[config.mk]
export PLATFORM = sky130hd
export DESIGN_NAME = mvt_merge
export DESIGN_NICKNAME = d
export VERILOG_FILES = /design/src/matrix_vector_transform_core_assert.svh /design/src/mvt_pkg.sv /design/src/mvt_merge.sv
export SDC_FILE = /design/constraint.sdc
export NUM_CORES = 1
export LEC_CHECK = 0
export BUFFER_PORTS_ARGS = -buffer_cell sky130_fd_sc_hd__buf_2
export CORE_MARGIN = 1
export CORE_UTILIZATION = 38
export DETAILED_ROUTE_END_ITERATION = 7
export HOLD_SLACK_MARGIN = 0.1
export PLACE_DENSITY = 0.76
export RECOVER_POWER = 100
export SLEW_MARGIN = 20
export SYNTH_ARGS = -nofsm -noshare
export SYNTH_HDL_FRONTEND = slang
export SYNTH_SLANG_ARGS = --single-unit
[constraint.sdc]
create_clock -name clk -period 0.8 [get_ports clk]
set_input_delay 0.16 -clock clk [delete_from_list [all_inputs] [get_ports clk]]
set_output_delay 0.16 -clock clk [all_outputs]
set_load 0.01 [all_outputs]
[src/matrix_vector_transform_core_assert.svh]
// ----------------------------------------------------------------------------
// Assertion macros for the matrix-vector transform core
// Clocked on clk, switched off while rst_n is low.
// ----------------------------------------------------------------------------
`ifndef MATRIX_VECTOR_TRANSFORM_CORE_ASSERT_SVH
`define MATRIX_VECTOR_TRANSFORM_CORE_ASSERT_SVH

// Same-cycle implication
`define MVT_ASSERT_NOW(label, ante, cons, msg) \
    label: assert property (@(posedge clk) disable iff (!rst_n) (ante) |-> (cons)) \
        else $error(msg);

// Next-cycle implication
`define MVT_ASSERT_NEXT(label, ante, cons, msg) \
    label: assert property (@(posedge clk) disable iff (!rst_n) (ante) |=> (cons)) \
        else $error(msg);

`endif

[src/mvt_pkg.sv]
`timescale 1ns / 1ps
// ----------------------------------------------------------------------------
// mvt_pkg
// Shared types and constants of the matrix-vector transform core.
// ----------------------------------------------------------------------------
package mvt_pkg;

    localparam int FRAC_BITS = 16;
    localparam int WORD_W    = 32;
    localparam int LANES     = 4;
    localparam int ELEMS     = LANES * LANES;
    localparam int IDX_W     = $clog2(ELEMS);
    localparam int PROD_W    = 2 * WORD_W;
    localparam int PAIR_W    = PROD_W + 1;
    localparam int SUM_W     = PROD_W + 2;

    typedef logic signed [WORD_W-1:0] mvt_word_t;

    // One in fixed point
    localparam mvt_word_t ONE_Q = mvt_word_t'(1) <<< FRAC_BITS;
    localparam mvt_word_t WORD_MAX = {1'b0, {(WORD_W-1){1'b1}}};
    localparam mvt_word_t WORD_MIN = {1'b1, {(WORD_W-1){1'b0}}};

    typedef enum logic [1:0] {
        OP_WRITE = 2'd0,
        OP_VEC4  = 2'd1,
        OP_POINT = 2'd2
    } mvt_opcode_t;

    // Stage enables for the lanes
    typedef struct packed {
        logic load;
        logic mul_en;
        logic sum_en;
    } mvt_lane_ctrl_t;

    // Output stage control
    typedef struct packed {
        logic load;
        logic point;
    } mvt_merge_ctrl_t;

    typedef struct packed {
        mvt_word_t value;
        logic      sat;
    } mvt_lane_res_t;

endpackage

[src/mvt_merge.sv]
`timescale 1ns / 1ps
// ----------------------------------------------------------------------------
// mvt_merge
// Output register: gathers the four lane results and the clip flag.
// ----------------------------------------------------------------------------
module mvt_merge
(
    input  logic                    clk,
    input  mvt_pkg::mvt_merge_ctrl_t ctrl,
    input  mvt_pkg::mvt_lane_res_t  lane_res [mvt_pkg::LANES],
    output mvt_pkg::mvt_word_t      out_x,
    output mvt_pkg::mvt_word_t      out_y,
    output mvt_pkg::mvt_word_t      out_z,
    output mvt_pkg::mvt_word_t      out_w,
    output logic                    saturated
);

    mvt_pkg::mvt_word_t x_reg, y_reg, z_reg, w_reg;
    logic               sat_reg;

    always_ff @(posedge clk)
    begin
        if (ctrl.load)
        begin
            x_reg   <= lane_res[0].value;
            y_reg   <= lane_res[1].value;
            z_reg   <= lane_res[2].value;
            // point mode reports no w and ignores its clip
            w_reg   <= ctrl.point ? '0 : lane_res[3].value;
            sat_reg <= lane_res[0].sat | lane_res[1].sat | lane_res[2].sat
                     | (lane_res[3].sat & !ctrl.point);
        end
    end

    assign out_x     = x_reg;
    assign out_y     = y_reg;
    assign out_z     = z_reg;
    assign out_w     = w_reg;
    assign saturated = sat_reg;

endmodule

==> results of run 1 <==
==> synthesized netlist by cell type (all sizes together) <==
cell,count
nor3,1
o21ai,1
buf,3
nor2b,32
edfxtp,129
inv,1
==> logic make-up after synthesis <==
logic type | Yosys count | share of synthesized area
compound gates | 1 | 0.00122
buf+inv | 4 | 0.00639
flops | 129 | 0.942
simple gates | 33 | 0.0499
==> stage by stage <==
step                instances  hold slack, ns  instance area, sq um  setup WS (ns)   util
detailed placement        568           0.338                  5660         -0.137  0.544
global placement          568           0.336                  5660         -0.110  0.544
floorplan                 167           0.259                  4110          0.160      -
==> run summary, run 1 <==
• setup repair bufs after CTS: 0
• I/O pin count: 264
• stage at which the run stopped: 4_1_cts
• clock root buffer: sky130_fd_sc_hd__clkbuf_8
• Avg Cell Area, Syn: 24.6 sq um
• share of Yosys cell area claimed by the top area cell type: 0.942
• Syn Inst Count: 167
• Hold-fix buffers, CTS: 121
• Synth area leaders: sky130_fd_sc_hd__edfxtp_1 (94%), sky130_fd_sc_hd__nor2b_1 (4.9%), sky130_fd_sc_hd__buf_4 (0.55%), sky130_fd_sc_hd__nor3_1 (0.12%), sky130_fd_sc_hd__o21ai_1 (0.12%)
• error message: [ERROR RSZ-0060] Max buffer count reached.
• die extent in x: 106 um
• warnings from Yosys: 0
• Synth Register Bits: 129
• initial standard-cell utilization of the core: 0.395
• area leader, netlist: sky130_fd_sc_hd__edfxtp_1
• floorplan die height: 106 um
• total standard cell area after synthesis: 0.00411 sq mm
• sequential-to-total area share from yosys stat: 0.942
• count of unique library cells instantiated by Yosys: 6
• net count after synthesis: 302
• routability congestion estimate from global placement: 0.744
• post-CTS resize count: 0
• maximum root-to-sink buffer count: 2
• Port Buf Inserts: 263
• Inserted Clock Buffers: 17
• Std-Cell Rows: 37
• status: did not finish
• Num Clock Sinks: 129
• H-tree depth: 4
==> run 2: changes to the inputs <==
CORE_UTILIZATION = 32   (was 38)
HOLD_SLACK_MARGIN = unset   (was 0.1)
PLACE_DENSITY = unset   (was 0.76)
PLACE_DENSITY_LB_ADDON = 0.15   (was unset)
clock period = 1.04 ns   (was 0.8 ns; I/O delays follow)
==> run summary, run 2 <==
• cell family with the largest share of critical-path delay: flip-flops
• maximum achievable frequency: 845 MHz
• floorplan die height: 115 um, was 106 um
• crit-path cells: buf_2
• most used standard cell by instance count after synthesis: sky130_fd_sc_hd__edfxtp_1, unchanged
• I/O pin count: 264, unchanged
• most frequent cells in the layout: sky130_fd_sc_hd__buf_2 (255), sky130_fd_sc_hd__edfxtp_1 (129), sky130_fd_sc_hd__dlygate4sd3_1 (96)
• CP Max Fanout: 1
• Port Buf Inserts: 263, unchanged
• Std-Cell Rows: 41, was 37
• Synth Register Bits: 129, unchanged
• overall power consumption: 13.8 mW
• net count after synthesis: 302, unchanged
• final global-route overflow total: 0
• Avg Cell Area, Syn: 24.6 sq um, unchanged
• final number of max-transition violations: 0
• data required time at the worst endpoint: 0.83 ns
• final routed DRC violation total: 0
• RSZ-0062 raised after global routing: yes
• area leader, netlist: sky130_fd_sc_hd__edfxtp_1, unchanged
• final WL: 10.5 mm
• cell area power density: 1890 mW/mm^2
• remaining antenna violation count: 0
• sequential-to-total area share from yosys stat: 0.942, unchanged
• synth cell count leaders: sky130_fd_sc_hd__edfxtp_1 (129), sky130_fd_sc_hd__nor2b_1 (32), sky130_fd_sc_hd__buf_4 (3), unchanged
• number of violations of the max-capacitance limit: 0
• count of unique library cells instantiated by Yosys: 6, unchanged
• first-pass GRT wire length: 15.1 mm
• number of nets in the final layout: 690
• violated checks: negative setup slack
• overall track demand over capacity in global routing: 0.158
• TritonCTS clock tree: done
• Buf+Inv Stages, Crit Path: 1
• die area: 0.0133 sq mm
• slew margin rel.: 0.602
• area of all placed cells without fillers: 0.00729 sq mm
• Crit. End Element: output pin
• Arr. time, crit path: 0.98 ns
• crit-path max cell delay: 0.41 ns
• peak-usage layer in the global routing report: met2
• Via Count: 2972
• portion of the clock cycle consumed by the worst path in the final layout: 1.14
• initial standard-cell utilization of the core: 0.327, was 0.395
• placed standard-cell area: 0.00578 sq mm, was 0.00566 sq mm
• Inserted Clock Buffers: 17, unchanged
• ys async rst share: 0, unchanged
• critical path start-end classification: flop to output pin
• share of Yosys cell area claimed by the top area cell type: 0.942, unchanged
• Via-to-Cell Ratio: 4.02
• routability congestion estimate from global placement: 0.713, was 0.744
• die extent in x: 115 um, was 106 um
• total core area: 0.0126 sq mm
• share of final-layout standard cells stronger than drive strength 1: 0.528
• Synth area leaders: sky130_fd_sc_hd__edfxtp_1 (94%), sky130_fd_sc_hd__nor2b_1 (4.9%), sky130_fd_sc_hd__buf_4 (0.55%), sky130_fd_sc_hd__nor3_1 (0.12%), sky130_fd_sc_hd__o21ai_1 (0.12%), unchanged
• clock root buffer: sky130_fd_sc_hd__clkbuf_16, was sky130_fd_sc_hd__clkbuf_8
• H-tree depth: 4, unchanged
• GR met2 Demand/Resource: 0.263
• hold violation count in the final report: 0
• final count of negative-setup-slack endpoints: 129
• layout overhead on the synthesized area: 77.4%
• Syn Inst Count: 167, unchanged
• cell leakage power: 3.11 nW
• kind of start point of the critical path: flop
• worst hold path class: input pin to flop
• primary flip-flop cell chosen by synthesis mapping: sky130_fd_sc_hd__edfxtp_1, unchanged
• DRC violation total after the first TritonRoute iteration: 161
• length of the first detailed-routing pass in iterations: 4
• Global Route met3 Usage: 0.0838
• maximum VDD drop: 0.921 mV
• status: finished with violations, was did not finish
• most common cell after layout, fill and taps aside: sky130_fd_sc_hd__buf_2
• routed wire length per instance: 14.3 um
• via count of the first global-routing pass: 3015
• Num Clock Sinks: 129, unchanged
• maximum root-to-sink buffer count: 2, unchanged
• largest net degree at the start of global routing: 44
• detailed placer's ending HPWL: 7.14 mm
• antenna violations before repair: 0
• number of enable flip-flop cells after synthesis: 129, unchanged
• warnings from Yosys: 0, unchanged
• total standard cell area after synthesis: 0.00411 sq mm, unchanged
• Final Worst Setup Slack: -0.144 ns
• transition time of the tightest slew-check pin: 0.597 ns
• global-route track usage on met1: 0.161
• slowest library cell on the worst path: sky130_fd_sc_hd__edfxtp_1
• Antenna Cells: 0
• Final min period: 1.18 ns
• clock-pin slew of the registers on the worst-case setup and hold paths: 0.06 ns
[run 2: cell counts after synthesis]
No cell type changed its count.
[run 2: through the flow]
stage / worst slack (ns) / hold WS [ns] / setup TNS, ns / instances / util
after floorplan: 0.352 / 0.307 / 0 / 167 / -
after global placement: 0.0745 / 0.386 / 0 / 612 / 0.460
after detailed placement: 0.0722 / 0.386 / 0 / 612 / 0.460
after CTS: -0.195 / 0.0545 / -13.40 / 740 / 0.586
after global routing: -0.193 / 0.0738 / -16.52 / 740 / 0.580
final: -0.144 / 0.0712 / -10.39 / 740 / 0.580
[run 2: final timing paths]
kind,startpoint,endpoint,slack (ns),depth (start not counted)
worst min-delay path,lane_res[33],saturated,0.07,3
worst max-delay path,out_z[7],out_z[7],-0.14,1
[run 2: repair_timing]
action,CTS,global route
gates resized for setup,0,6
endpoints found under the setup margin,129,129
hold endpoints to repair,96,0
buffers inserted,0,0
hold buffers,96,0
[run 2: cells by family (layout without fill, tap and decap cells)]
family	Yosys count	after routing	share of synthesized area
simple gates	33	33	0.0499
flops	129	129	0.942
buf+inv	4	405	0.00639
compound gates	1	1	0.00122
[run 2: power by group]
group / internal, mW / total, mW / switching, mW
Combinational: 0.729 / 1.36 / 0.633
Clock: 3.99 / 6.14 / 2.15
Sequential: 6.18 / 6.29 / 0.102
Total: 10.9 / 13.8 / 2.88
[run 2: final cells by class]
class / instances / area (sq um)
Clock buffer: 17 / 425
Clock inverter: 15 / 191
Fill cell: 988 / 5280
Inverter: 1 / 3.75
Multi-Input combinational cell: 34 / 210
Sequential cell: 129 / 3870
Tap cell: 172 / 215
Timing Repair Buffer: 372 / 2370
[run 2: layer usage]
layer	vias up	part of all wire
met5	-	0
met4	0	0.018
met3	18	0.12
met2	183	0.49
met1	1347	0.37
li1	1424	-
Power figures use the tool's default switching activity.
